===== config.mk =====
export PLATFORM = sky130hd
export DESIGN_NAME = sorted_timer_queue_flat
export DESIGN_NICKNAME = d
export VERILOG_FILES = /design/src/hw/rtl/stq_pkg.sv /design/src/hw/rtl/stq_if.sv /design/src/hw/rtl/stq_cell.sv /design/src/hw/rtl/sorted_timer_queue.sv /design/src/flat_wrapper.sv
export SDC_FILE = /design/constraint.sdc
export NUM_CORES = 2
export LEC_CHECK = 0
export ABC_AREA = 1
export BUFFER_PORTS_ARGS = -buffer_cell sky130_fd_sc_hd__buf_2
export CORE_MARGIN = 2
export CORE_UTILIZATION = 58
export CTS_BUF_LIST = sky130_fd_sc_hd__clkbuf_8
export DETAILED_ROUTE_END_ITERATION = 12
export PLACE_DENSITY = 0.8
export SYNTH_ARGS = -nofsm -noshare
export SYNTH_HDL_FRONTEND = slang
export SYNTH_SLANG_ARGS = --single-unit

===== constraint.sdc =====
create_clock -name clock -period 6.35 [get_ports clock]
set_input_delay 0.635 -clock clock [delete_from_list [all_inputs] [get_ports clock]]
set_output_delay 0.635 -clock clock [all_outputs]
set_load 0.01 [all_outputs]

===== src/hw/rtl/stq_pkg.sv =====
// shared constants, codes and types of the sorted timer queue
`default_nettype none

package stq_pkg;

   localparam int DEPTH     = 16;
   localparam int TIME_BITS = 32;
   localparam int ID_BITS   = 8;
   localparam int CNT_BITS  = $clog2(DEPTH + 1);

   // request codes
   typedef enum logic [1:0] {
      REQ_ADD  = 2'd0,
      REQ_DEL  = 2'd1,
      REQ_ADJ  = 2'd2,
      REQ_TICK = 2'd3
   } req_code_type;

   // result status codes
   typedef enum logic [1:0] {
      STS_OK     = 2'd0,
      STS_FULL   = 2'd1,
      STS_ABSENT = 2'd2,
      STS_DUP    = 2'd3
   } status_code_type;

   // operands of the request being worked on, broadcast to every cell
   typedef struct packed {
      logic [ID_BITS-1:0]   id;
      logic [TIME_BITS-1:0] exp;
      logic [TIME_BITS-1:0] now;
   } stq_key_type;

   // per-cycle command to the cell row
   typedef struct packed {
      logic look;   // register match and expired flags
      logic ins;    // sorted insert of the broadcast key
      logic del;    // remove the matching entry, close the gap
      logic pop;    // drop the front entry, whole row moves forward
   } stq_ctl_type;

endpackage

`default_nettype wire


===== src/hw/rtl/stq_if.sv =====
// valid/ready channel interfaces for requests and responses
`default_nettype none

interface stq_req_if
   import stq_pkg::*;
();
   logic                 valid;
   logic                 ready;
   logic [1:0]           req_type;
   logic [ID_BITS-1:0]   timer_id;
   logic [TIME_BITS-1:0] expire_time;
   logic [TIME_BITS-1:0] now_time;

   modport source (output valid, req_type, timer_id, expire_time, now_time, input ready);
   modport sink (input valid, req_type, timer_id, expire_time, now_time, output ready);
endinterface

interface stq_rsp_if
   import stq_pkg::*;
();
   logic                valid;
   logic                ready;
   logic [ID_BITS-1:0]  out_id;
   logic                fired;
   logic [1:0]          status;
   logic                last;
   logic [CNT_BITS-1:0] occupancy;

   modport source (output valid, out_id, fired, status, last, occupancy, input ready);
   modport sink (input valid, out_id, fired, status, last, occupancy, output ready);
endinterface

`default_nettype wire


===== src/hw/rtl/stq_cell.sv =====
// one slot of the sorted timer row: holds a handle and its expiry
`default_nettype none

module stq_cell
   import stq_pkg::*;
(
   input  wire logic                 clock,
   input  wire stq_ctl_type          ctl,
   input  wire stq_key_type          key,
   input  wire logic                 valid,
   input  wire logic                 front_le,
   input  wire logic                 left_after,
   input  wire logic [ID_BITS-1:0]   left_id,
   input  wire logic [TIME_BITS-1:0] left_exp,
   input  wire logic [ID_BITS-1:0]   right_id,
   input  wire logic [TIME_BITS-1:0] right_exp,
   input  wire logic                 shift_in,
   output logic [ID_BITS-1:0]        cell_id,
   output logic [TIME_BITS-1:0]      cell_exp,
   output logic                      after,
   output logic                      match,
   output logic                      expired,
   output logic                      shift_out
);

   logic [ID_BITS-1:0]   id_ff;
   logic [TIME_BITS-1:0] exp_ff;
   logic                 match_ff;
   logic                 expired_ff;

   // new key belongs behind this entry
   assign after     = valid && (exp_ff <= key.exp) && !front_le;
   // removal gap starts at the matching cell and runs to the tail
   assign shift_out = shift_in | match_ff;

   // slot contents
   always_ff @(posedge clock) begin
      if (ctl.ins) begin
         if (!after) begin
            if (left_after) begin
               id_ff  <= key.id;
               exp_ff <= key.exp;
            end else begin
               id_ff  <= left_id;
               exp_ff <= left_exp;
            end
         end
      end else if (ctl.pop || (ctl.del && shift_out)) begin
         id_ff  <= right_id;
         exp_ff <= right_exp;
      end
   end

   // lookup flags
   always_ff @(posedge clock) begin
      if (ctl.look) begin
         match_ff   <= valid && (id_ff == key.id);
         expired_ff <= valid && (exp_ff <= key.now);
      end
   end

   assign cell_id  = id_ff;
   assign cell_exp = exp_ff;
   assign match    = match_ff;
   assign expired  = expired_ff;

endmodule

`default_nettype wire


===== src/hw/rtl/sorted_timer_queue.sv =====
// Sorted timer queue: a row of DEPTH cells keeps the timers in expiry order,
// front first, and every cell compares its own entry against the broadcast
// request, so an insert or a removal moves every entry behind its place by one
// place together. One request is worked on at a time. Add and delete pass
// through lookup, execute and response states, register their response and
// then take the next request; adjust adds a sorted insert state after the
// removal (remove, then sorted insert). A tick sends its results from the pop
// state, one per cycle while the response slot is free, one per expired timer
// or a single empty result. Backpressure on the response channel holds the
// response and pop states. There is no reset sweep; the occupancy count alone
// marks which cells hold timers.
`default_nettype none

module sorted_timer_queue
   import stq_pkg::*;
(
   input wire logic  clock,
   input wire logic  reset,
   stq_req_if.sink   req_chan,
   stq_rsp_if.source rsp_chan
);

   typedef enum logic [2:0] {
      S_IDLE,
      S_LOOK,
      S_EXEC,
      S_INS,
      S_RESP,
      S_POP
   } state_type;

   state_type           state_ff;
   req_code_type        op_ff;
   stq_key_type         key_ff;
   logic [CNT_BITS-1:0] count_ff;
   logic [CNT_BITS-1:0] pop_left_ff;
   status_code_type     status_ff;

   logic                rsp_valid_ff;
   logic [ID_BITS-1:0]  rsp_id_ff;
   logic                rsp_fired_ff;
   logic [1:0]          rsp_status_ff;
   logic                rsp_last_ff;
   logic [CNT_BITS-1:0] rsp_occ_ff;

   stq_ctl_type          ctl;
   logic [ID_BITS-1:0]   cell_id  [DEPTH];
   logic [TIME_BITS-1:0] cell_exp [DEPTH];
   logic [DEPTH-1:0]     cell_valid;
   logic [DEPTH-1:0]     after;
   logic [DEPTH-1:0]     match;
   logic [DEPTH-1:0]     expired;
   logic [DEPTH:0]       shift;
   logic                 front_le;
   logic                 hit;
   logic                 full;
   logic                 out_free;
   logic [CNT_BITS-1:0]  npop;

   assign req_chan.ready = (state_ff == S_IDLE);
   assign out_free       = !rsp_valid_ff || rsp_chan.ready;
   assign hit            = |match;
   assign full           = (count_ff == CNT_BITS'(DEPTH));
   assign front_le       = (count_ff == '0) || (key_ff.exp <= cell_exp[0]);
   assign shift[0]       = 1'b0;

   // cell row
   for (genvar i = 0; i < DEPTH; i++) begin : g_cell
      logic                 l_after;
      logic [ID_BITS-1:0]   l_id;
      logic [TIME_BITS-1:0] l_exp;
      logic [ID_BITS-1:0]   r_id;
      logic [TIME_BITS-1:0] r_exp;

      assign cell_valid[i] = (count_ff > CNT_BITS'(i));

      if (i == 0) begin : g_head
         assign l_after = 1'b1;
         assign l_id    = key_ff.id;
         assign l_exp   = key_ff.exp;
      end else begin : g_body
         assign l_after = after[i-1];
         assign l_id    = cell_id[i-1];
         assign l_exp   = cell_exp[i-1];
      end

      if (i == DEPTH - 1) begin : g_tail
         assign r_id  = cell_id[i];
         assign r_exp = cell_exp[i];
      end else begin : g_next
         assign r_id  = cell_id[i+1];
         assign r_exp = cell_exp[i+1];
      end

      stq_cell u_cell (
         .clock      (clock),
         .ctl        (ctl),
         .key        (key_ff),
         .valid      (cell_valid[i]),
         .front_le   (front_le),
         .left_after (l_after),
         .left_id    (l_id),
         .left_exp   (l_exp),
         .right_id   (r_id),
         .right_exp  (r_exp),
         .shift_in   (shift[i]),
         .cell_id    (cell_id[i]),
         .cell_exp   (cell_exp[i]),
         .after      (after[i]),
         .match      (match[i]),
         .expired    (expired[i]),
         .shift_out  (shift[i+1])
      );
   end

   // expired cells form a prefix; encode the edge of that prefix
   always_comb begin
      npop = '0;
      for (int i = 0; i < DEPTH; i++) begin
         if (expired[i] && ((i == DEPTH - 1) || !expired[(i + 1) % DEPTH])) begin
            npop = npop | CNT_BITS'(i + 1);
         end
      end
   end

   // row commands
   always_comb begin
      ctl = '0;
      unique case (state_ff)
         S_LOOK: ctl.look = 1'b1;
         S_EXEC: begin
            unique case (op_ff)
               REQ_ADD:  ctl.ins = !hit && !full;
               REQ_DEL,
               REQ_ADJ:  ctl.del = hit;
               REQ_TICK: ctl = '0;
            endcase
         end
         S_INS:  ctl.ins = 1'b1;
         S_POP:  ctl.pop = out_free && (pop_left_ff != '0);
         S_IDLE,
         S_RESP: ctl = '0;
      endcase
   end

   // sequencer and response register
   always_ff @(posedge clock) begin
      if (reset) begin
         state_ff     <= S_IDLE;
         count_ff     <= '0;
         rsp_valid_ff <= 1'b0;
      end else begin
         // response slot frees up unless a new result is loaded below
         if (out_free && (state_ff != S_RESP) && (state_ff != S_POP)) begin
            rsp_valid_ff <= 1'b0;
         end
         unique case (state_ff)
            S_IDLE: begin
               if (req_chan.valid) begin
                  op_ff      <= req_code_type'(req_chan.req_type);
                  key_ff.id  <= req_chan.timer_id;
                  key_ff.exp <= req_chan.expire_time;
                  key_ff.now <= req_chan.now_time;
                  state_ff   <= S_LOOK;
               end
            end
            S_LOOK: state_ff <= S_EXEC;
            S_EXEC: begin
               unique case (op_ff)
                  REQ_ADD: begin
                     state_ff <= S_RESP;
                     if (hit) begin
                        status_ff <= STS_DUP;
                     end else if (full) begin
                        status_ff <= STS_FULL;
                     end else begin
                        status_ff <= STS_OK;
                        count_ff  <= count_ff + 1'b1;
                     end
                  end
                  REQ_DEL: begin
                     state_ff <= S_RESP;
                     if (hit) begin
                        status_ff <= STS_OK;
                        count_ff  <= count_ff - 1'b1;
                     end else begin
                        status_ff <= STS_ABSENT;
                     end
                  end
                  REQ_ADJ: begin
                     if (hit) begin
                        status_ff <= STS_OK;
                        count_ff  <= count_ff - 1'b1;
                        state_ff  <= S_INS;
                     end else begin
                        status_ff <= STS_ABSENT;
                        state_ff  <= S_RESP;
                     end
                  end
                  REQ_TICK: begin
                     status_ff   <= STS_OK;
                     count_ff    <= count_ff - npop;
                     pop_left_ff <= npop;
                     state_ff    <= S_POP;
                  end
               endcase
            end
            S_INS: begin
               count_ff <= count_ff + 1'b1;
               state_ff <= S_RESP;
            end
            S_RESP: begin
               if (out_free) begin
                  rsp_valid_ff  <= 1'b1;
                  rsp_id_ff     <= key_ff.id;
                  rsp_fired_ff  <= 1'b0;
                  rsp_status_ff <= status_ff;
                  rsp_last_ff   <= 1'b1;
                  rsp_occ_ff    <= count_ff;
                  state_ff      <= S_IDLE;
               end
            end
            S_POP: begin
               if (out_free) begin
                  rsp_valid_ff  <= 1'b1;
                  rsp_status_ff <= STS_OK;
                  rsp_occ_ff    <= count_ff;
                  if (pop_left_ff == '0) begin
                     // nothing expired
                     rsp_id_ff    <= '0;
                     rsp_fired_ff <= 1'b0;
                     rsp_last_ff  <= 1'b1;
                     state_ff     <= S_IDLE;
                  end else begin
                     rsp_id_ff    <= cell_id[0];
                     rsp_fired_ff <= 1'b1;
                     rsp_last_ff  <= (pop_left_ff == CNT_BITS'(1));
                     pop_left_ff  <= pop_left_ff - 1'b1;
                     if (pop_left_ff == CNT_BITS'(1)) begin
                        state_ff <= S_IDLE;
                     end
                  end
               end
            end
         endcase
      end
   end

   assign rsp_chan.valid     = rsp_valid_ff;
   assign rsp_chan.out_id    = rsp_id_ff;
   assign rsp_chan.fired     = rsp_fired_ff;
   assign rsp_chan.status    = rsp_status_ff;
   assign rsp_chan.last      = rsp_last_ff;
   assign rsp_chan.occupancy = rsp_occ_ff;

endmodule

`default_nettype wire


===== src/flat_wrapper.sv =====
// flat-port wrapper written by rule: the top's interface ports become plain ports
module sorted_timer_queue_flat import stq_pkg::*;
  (clock, reset, req_chan_valid, req_chan_req_type, req_chan_timer_id, req_chan_expire_time, req_chan_now_time, req_chan_ready, rsp_chan_valid, rsp_chan_out_id, rsp_chan_fired, rsp_chan_status, rsp_chan_last, rsp_chan_occupancy, rsp_chan_ready);
  stq_req_if req_chan_i ();
  stq_rsp_if rsp_chan_i ();
  input wire logic clock;
  input wire logic reset;
  input wire logic [$bits(req_chan_i.valid)-1:0] req_chan_valid;
  input wire logic [$bits(req_chan_i.req_type)-1:0] req_chan_req_type;
  input wire logic [$bits(req_chan_i.timer_id)-1:0] req_chan_timer_id;
  input wire logic [$bits(req_chan_i.expire_time)-1:0] req_chan_expire_time;
  input wire logic [$bits(req_chan_i.now_time)-1:0] req_chan_now_time;
  output wire logic [$bits(req_chan_i.ready)-1:0] req_chan_ready;
  output wire logic [$bits(rsp_chan_i.valid)-1:0] rsp_chan_valid;
  output wire logic [$bits(rsp_chan_i.out_id)-1:0] rsp_chan_out_id;
  output wire logic [$bits(rsp_chan_i.fired)-1:0] rsp_chan_fired;
  output wire logic [$bits(rsp_chan_i.status)-1:0] rsp_chan_status;
  output wire logic [$bits(rsp_chan_i.last)-1:0] rsp_chan_last;
  output wire logic [$bits(rsp_chan_i.occupancy)-1:0] rsp_chan_occupancy;
  input wire logic [$bits(rsp_chan_i.ready)-1:0] rsp_chan_ready;
  assign req_chan_i.valid = req_chan_valid;
  assign req_chan_i.req_type = req_chan_req_type;
  assign req_chan_i.timer_id = req_chan_timer_id;
  assign req_chan_i.expire_time = req_chan_expire_time;
  assign req_chan_i.now_time = req_chan_now_time;
  assign req_chan_ready = req_chan_i.ready;
  assign rsp_chan_valid = rsp_chan_i.valid;
  assign rsp_chan_out_id = rsp_chan_i.out_id;
  assign rsp_chan_fired = rsp_chan_i.fired;
  assign rsp_chan_status = rsp_chan_i.status;
  assign rsp_chan_last = rsp_chan_i.last;
  assign rsp_chan_occupancy = rsp_chan_i.occupancy;
  assign rsp_chan_i.ready = rsp_chan_ready;
  sorted_timer_queue u_core (.clock(clock), .reset(reset), .req_chan(req_chan_i), .rsp_chan(rsp_chan_i));
endmodule

---- Yosys cells after proc, flatten, opt, wreduce, memory -nomap -nowiden ----
Cells that the tools add are included.
word-level totals
  register bits after elaboration ......... 779
  input port bits ......................... 78
  output and inout port bits .............. 19
  word-level logic and storage cells ...... 564
cells by class
  add/subtract/negate cells ............... 4
  order comparisons ....................... 49
  eq/ne operators ......................... 52
  muxes and demuxes ....................... 181
  bitwise gates (word level) .............. 16
  reductions and logical operators ........ 184
operator list
  operator                                                              count
  32-bit two-way mux                                                    60
  32-bit less-or-equal comparator                                       33
  8-bit two-way mux                                                     63
  8-bit equality test                                                   16
  1-bit logical AND                                                     98
  5-bit by 4-bit > comparator with 1-bit output, second input constant  8
  2-bit != test, second input constant                                  18
  2-bit nonzero test                                                    18
  5-bit two-way mux                                                     7
  2-bit AND reduction                                                   17
  4-bit two-way mux                                                     8
  3-bit two-way mux                                                     10
  5-bit by 3-bit > comparator with 1-bit output, second input constant  4
  5-bit case mux with 2 select lines                                    2
  1-bit logical NOT                                                     19
  3-bit case mux with 6 select lines                                    1
  1-bit logical OR                                                      17
  1-bit two-way mux                                                     16
  8-bit case mux with 2 select lines                                    1
  16-bit OR reduction                                                   1
  5-bit case mux with 3 select lines                                    1
  1-bit bitwise OR                                                      14
  2-bit two-way mux                                                     6
  3-bit != test, second input constant                                  4
  other kinds (28)                                                      44

---- Logic depth before layout (Yosys ltp) ----
  depth after elaboration ................. 21
  depth in mapped cells ................... 20
  gate-level depth less buffers ........... 18

---- Modules after synthesis ----
Synthesis repeated with hierarchy kept, for this count alone.
second synthesis, totals
  cell total of the unflattened synthesis .. 8717
  area, all modules ....................... 67863.8 sq um
by module, submodules not included
  module              times used  cells each  area an instance (sq um)  seq. area each (sq um)
  stq_cell            16          513         3896.2                    1261.2
  sorted_timer_queue  1           509         5524.0                    3123.0

---- Worst setup path before layout ----
Ideal clock, no wire load.
  path kind ............................... reg2reg
  start ................................... register u_core.key_ff, in the netlist u_core.g_cell[0].l_exp[23]
  end ..................................... register u_core.g_cell[11].u_cell.exp_ff[0] (enable)
  data arrival time ....................... 4.511 ns
  data required time ...................... 5.895 ns
  setup slack ............................. 1.384 ns
  stages on the path, launching flop included .. 13
  buffers on the path ..................... 2
  cell sequence ........................... edfxtp_1 -> clkinv_1 -> ha_1 -> nand2_1 -> nor2_1 -> nand4_1 -> nor3b_2 -> nand2_1 -> nand4_2 -> buf_4 -> buf_6 -> nor2_4 -> a22oi_1
on the way
  word-level cells in the longest chain between the ends .. 6
  elaborated cells on any way between the ends .. 8
  classes of those cells .................. 2 x order compare; 1 x eq/ne; 5 x reduce/logical
ends and longest elaborated chain
  item                               line                      source
  from (decl)                        sorted_timer_queue.sv:34  stq_key_type key_ff;
  32-bit less-or-equal comparator    sorted_timer_queue.sv:64  assign front_le = (count_ff == '0) || (key_ff.exp <= cell_exp[0]);
  1-bit logical OR                   sorted_timer_queue.sv:64
  1-bit logical NOT                  stq_cell.sv:32            assign after = valid && (exp_ff <= key.exp) && !front_le;
  1-bit logical AND (*)              stq_cell.sv:32
  2-bit != test (no line) (*)        -
  2-bit AND reduction (no line) (*)  -
  to (signal assigned)               stq_cell.sv:42            exp_ff <= key.exp;
  to (signal assigned)               stq_cell.sv:45            exp_ff <= left_exp;
  to (signal assigned)               stq_cell.sv:50            exp_ff <= right_exp;
  to (decl)                          stq_cell.sv:27            logic [TIME_BITS-1:0] exp_ff;
Mark *: on every way between the ends. The rest lies on a longest branch, timed or not.
A chain may end at the register's enable or synchronous reset.

---- Worst setup path in the final report ----
  start ................................... register u_core.key_ff, in the netlist u_core.g_cell[0].l_exp[30]
  end ..................................... register u_core.g_cell[6].u_cell.exp_ff[5] (enable)
on the way
  word-level cells in the longest chain between the ends .. 6
  elaborated cells on any way between the ends .. 8
  classes of those cells .................. 2 x order compare; 1 x eq/ne; 5 x reduce/logical
ends and longest elaborated chain
  item                               line
  32-bit less-or-equal comparator    sorted_timer_queue.sv:64
  1-bit logical OR                   sorted_timer_queue.sv:64
  1-bit logical NOT                  stq_cell.sv:32
  1-bit logical AND (*)              stq_cell.sv:32
  2-bit != test (no line) (*)        -
  2-bit AND reduction (no line) (*)  -
  to (signal assigned)               stq_cell.sv:42
  to (signal assigned)               stq_cell.sv:45
  to (signal assigned)               stq_cell.sv:50
  to (decl)                          stq_cell.sv:27
Marked as above.

==> qor.txt <==
=========================================================================================
Die extent in y                                                                  341.4 um
Number of port buffers                                                                 96
Via count                                                                          65,170
Standard-cell row count                                                               123
Filler Cells Inserted                                                               9,581
Number of vias per cell                                                             6.711
Remaining design rule violation count                                                   0
Wire length reported by the detailed router                                    264,900 um
Pin count of the biggest net entering global routing                                  201
Failing checks                                                               capacitance limit, slew limit
Number of flip-flops and latches in the synthesized netlist                           779
Initial DRC Count                                                                  10,180
Post-placement worst setup slack                                                 1.627 ns
Net count after synthesis                                                           9,128
Synthesis-to-finish area growth                                                    7.919%
Worst slew margin                                                                 -15.52%
Final core area utilization                                                        63.27%
Number of different library cells in the post-synthesis netlist                        51
Net count of the finished layout                                                    9,212
Clock Sink Count                                                                      779
Layout cells sized above 1                                                         6.494%
Yosys warning total                                                                     0
Mean instance size in the synthesized netlist                                   8.244 um2
Clock tree skew after final layout                                             0.06584 ns
Worst ir drop on vdd                                                          0.0003668 V
GRT Resource Usage Total                                                           44.43%
Clock period minus worst slack                                                   5.074 ns
Portion of the post-synthesis area used by sequential elements                     35.28%
Die Outline Area                                                               0.1166 mm2
Clock buffer depth                                                                      3
Number of antenna violations at the first check in global routing                       4
Setup Buffers After CTS                                                                 0
Most common cell after layout, fill and taps aside                           sky130_fd_sc_hd__nand2_1
Via count of the first global-routing pass                                         61,540
Proportion of register bits with asynchronous set or reset after synthesis             0%
Detailed placement HPWL                                                        180,700 um
Die width                                                                        341.4 um
CTS tree                                                                             done
Final weighted congestion of routability-driven global placement                    1.058
Core Box Area                                                                  0.1127 mm2
Power per cell area                                                          329.4 mW/mm2
Clock latency of the later-clocked register in the worst-skew pair                0.90 ns
Number of pins exceeding their max-slew limit in the final report                       3
Total grt overflow                                                                      0
Number of nets with antenna violations after routing                                    0
Category of the worst setup path capture point                                       flop
First-pass GRT wire length                                                     386,800 um
Hold Path Class                                                              input pin to flop
Number of enable-type register cells in the synthesized netlist                       770
Most frequent cells in the layout                                            sky130_fd_sc_hd__nand2_1, sky130_fd_sc_hd__ha_1, sky130_fd_sc_hd__nand3_1
Slew at the pin closest to its max-slew limit                                    1.717 ns
Setup Viol. Count Final                                                                 0
CTS root buffer                                                              sky130_fd_sc_hd__clkbuf_8
Most common flop cell mapped by yosys                                        sky130_fd_sc_hd__edfxtp_1
Static leakage power                                                             30.92 nW
IO Count                                                                               97
Clock slew at reported path FFs                                                   0.06 ns
Unrepaired setup endpoints after global routing                                     false
Upper clock frequency limit                                                     197.1 MHz
Max-cap check violation count                                                           1
First drt pass iteration count                                                         10
Setup WS post-layout                                                             1.276 ns
Deepest level of the CTS H-tree                                                         4
Crit path launch type                                                                flop
Cell area after synthesis                                                     0.06604 mm2
Inserted Clock Buffers                                                                145
Ratio of final minimum period to clock period                                      79.90%
Hold violation count in the final report                                                0
Max Fanout on Critical Path                                                            28
Arrival time of the worst setup path                                              5.62 ns
Total negative setup slack                                                           0 ns
Initial Utilization                                                                58.62%
Routed WL per cell                                                               27.28 um
Result of the run                                                            complete, but fails checks
Critical path class                                                          flop to flop
Number of cells produced by synthesis                                               8,011
WP data required                                                                  6.90 ns
=========================================================================================
## path summary, 6_finish.rpt
| kind | startpoint | endpoint | slack [ns] | cells past startpoint |
|---|---|---|---|---|
| setup / recovery | u_core.g_cell[0].l_exp[30] | u_core.g_cell[6].u_cell.cell_exp[5] | 1.28 | 12 |
| hold reg to reg | u_core.status_ff[1] | u_core.rsp_chan.status[1] | 0.54 | 2 |
| setup reg to reg | u_core.g_cell[0].l_exp[30] | u_core.g_cell[6].u_cell.cell_exp[5] | 1.28 | 12 |
| hold / removal | req_chan_expire_time[9] | u_core.g_cell[0].l_exp[9] | 0.08 | 1 |
## report_power, final
group	total, mW	switching, mW	internal (mW)	leakage [nW]
Clock	4.88	2.47	2.41	1.51
Sequential	8.43	1.26	7.17	7.14
Combinational	10.2	7.22	2.95	22.3
## state kept, by name, summed over array words and instances, names as in the netlist, 3 cells and up
name / count
u_core.state_ff: 3
u_core.pop_left_ff: 5
u_core.g_cell.u_cell.match: 16
u_core.g_cell.u_cell.cell_id: 128
u_core.rsp_chan.occupancy: 5
u_core.rsp_chan.out_id: 8
u_core.g_cell.u_cell.cell_exp: 512
u_core.key_ff: 32
u_core.g_cell.l_id: 8
u_core.g_cell.u_cell.expired: 16
u_core.count_ff: 5
u_core.g_cell.l_exp: 32
## per-layer routing
metal,track usage (%),up-vias,share of wire [%]
met5,0.04085,-,0.011
met4,38.37,4,10
met3,13.42,1365,15
met2,63.42,5513,41
met1,54.63,29930,34
li1,-,28360,-
## area by class of cell
class / instances / area, um2 / area share [%]
Antenna cell: 2 / 5.005 / 0.007022
Tap cell: 1500 / 1877 / 2.633
Multi-Input combinational cell: 6496 / 39670 / 55.66
Timing Repair Buffer: 310 / 2360 / 3.311
Sequential cell: 779 / 23300 / 32.70
Clock buffer: 147 / 2023 / 2.839
Clock inverter: 113 / 664.4 / 0.9322
Inverter: 363 / 1371 / 1.924
## synth_stat cells (30+ instances only)
cell,instances,area share [%]
sky130_fd_sc_hd__o21ai_0,162,1.2
sky130_fd_sc_hd__edfxtp_1,770,35
sky130_fd_sc_hd__o221ai_1,30,0.40
sky130_fd_sc_hd__o21ai_1,67,0.51
sky130_fd_sc_hd__nand3_1,894,6.8
sky130_fd_sc_hd__nand4_1,101,0.96
sky130_fd_sc_hd__clkbuf_1,134,0.76
sky130_fd_sc_hd__nor3_1,49,0.37
sky130_fd_sc_hd__nand2_1,2447,14
sky130_fd_sc_hd__inv_1,330,1.9
sky130_fd_sc_hd__o21a_1,47,0.53
sky130_fd_sc_hd__a21oi_1,533,4.0
sky130_fd_sc_hd__buf_2,160,1.2
sky130_fd_sc_hd__ha_1,1038,20
sky130_fd_sc_hd__clkinv_1,31,0.18
sky130_fd_sc_hd__nor4_1,36,0.34
sky130_fd_sc_hd__buf_6,45,0.77
sky130_fd_sc_hd__xnor2_1,49,0.65
sky130_fd_sc_hd__o21bai_1,514,5.8
sky130_fd_sc_hd__xor2_1,67,0.89
sky130_fd_sc_hd__nor2_1,304,1.7
## kinds of logic (layout without fill, tap and decap cells)
logic type,Yosys count,after routing,share of synthesized area (%)
multiplexers,1,1,0.01705
XOR/XNOR,116,116,1.538
AO/OA/AOI/OAI,1434,1434,13.46
flip-flops,779,779,35.28
buffers and inverters,736,933,5.102
AND/OR/NAND/NOR,3906,3906,24.90
adder cells (fa/ha/maj),1039,1039,19.70
other,0,2,0
## metrics by stage
step | power (mW) | instance area [um2] | hold WS, ns | instances
5_1_grt | 24.37 | 71270 | 0.04896 | 9709
4_1_cts | 22.86 | 71270 | 0.01631 | 9708
2_1_floorplan | 14.37 | 66040 | 0.4029 | 8011
3_3_place_gp | 17.66 | 67940 | 0.5191 | 9384
3_5_place_dp | 18.03 | 67940 | 0.5203 | 9384
6_report | 23.48 | 71270 | 0.08388 | 9710
## worst max-delay path, stage by stage (launching register included)
cell,delay [ns]
sky130_fd_sc_hd__edfxtp_1,0.44
sky130_fd_sc_hd__inv_1,0.49
sky130_fd_sc_hd__ha_1,0.35
sky130_fd_sc_hd__nand2_1,0.13
sky130_fd_sc_hd__nor2_1,0.11
sky130_fd_sc_hd__nand2_1,0.08
sky130_fd_sc_hd__nand2_1,0.09
sky130_fd_sc_hd__a21oi_1,0.57
sky130_fd_sc_hd__nand4_4,0.74
sky130_fd_sc_hd__buf_4,0.50
sky130_fd_sc_hd__o21ai_0,0.26
sky130_fd_sc_hd__nand2_2,0.44
sky130_fd_sc_hd__buf_4,0.44
## repair_timing
item                                   4_1_cts  5_1_grt
hold buffers                                64        0
endpoints found under the hold margin       64        0
resized for setup                            0        0
(Power assumes the default switching activity.)
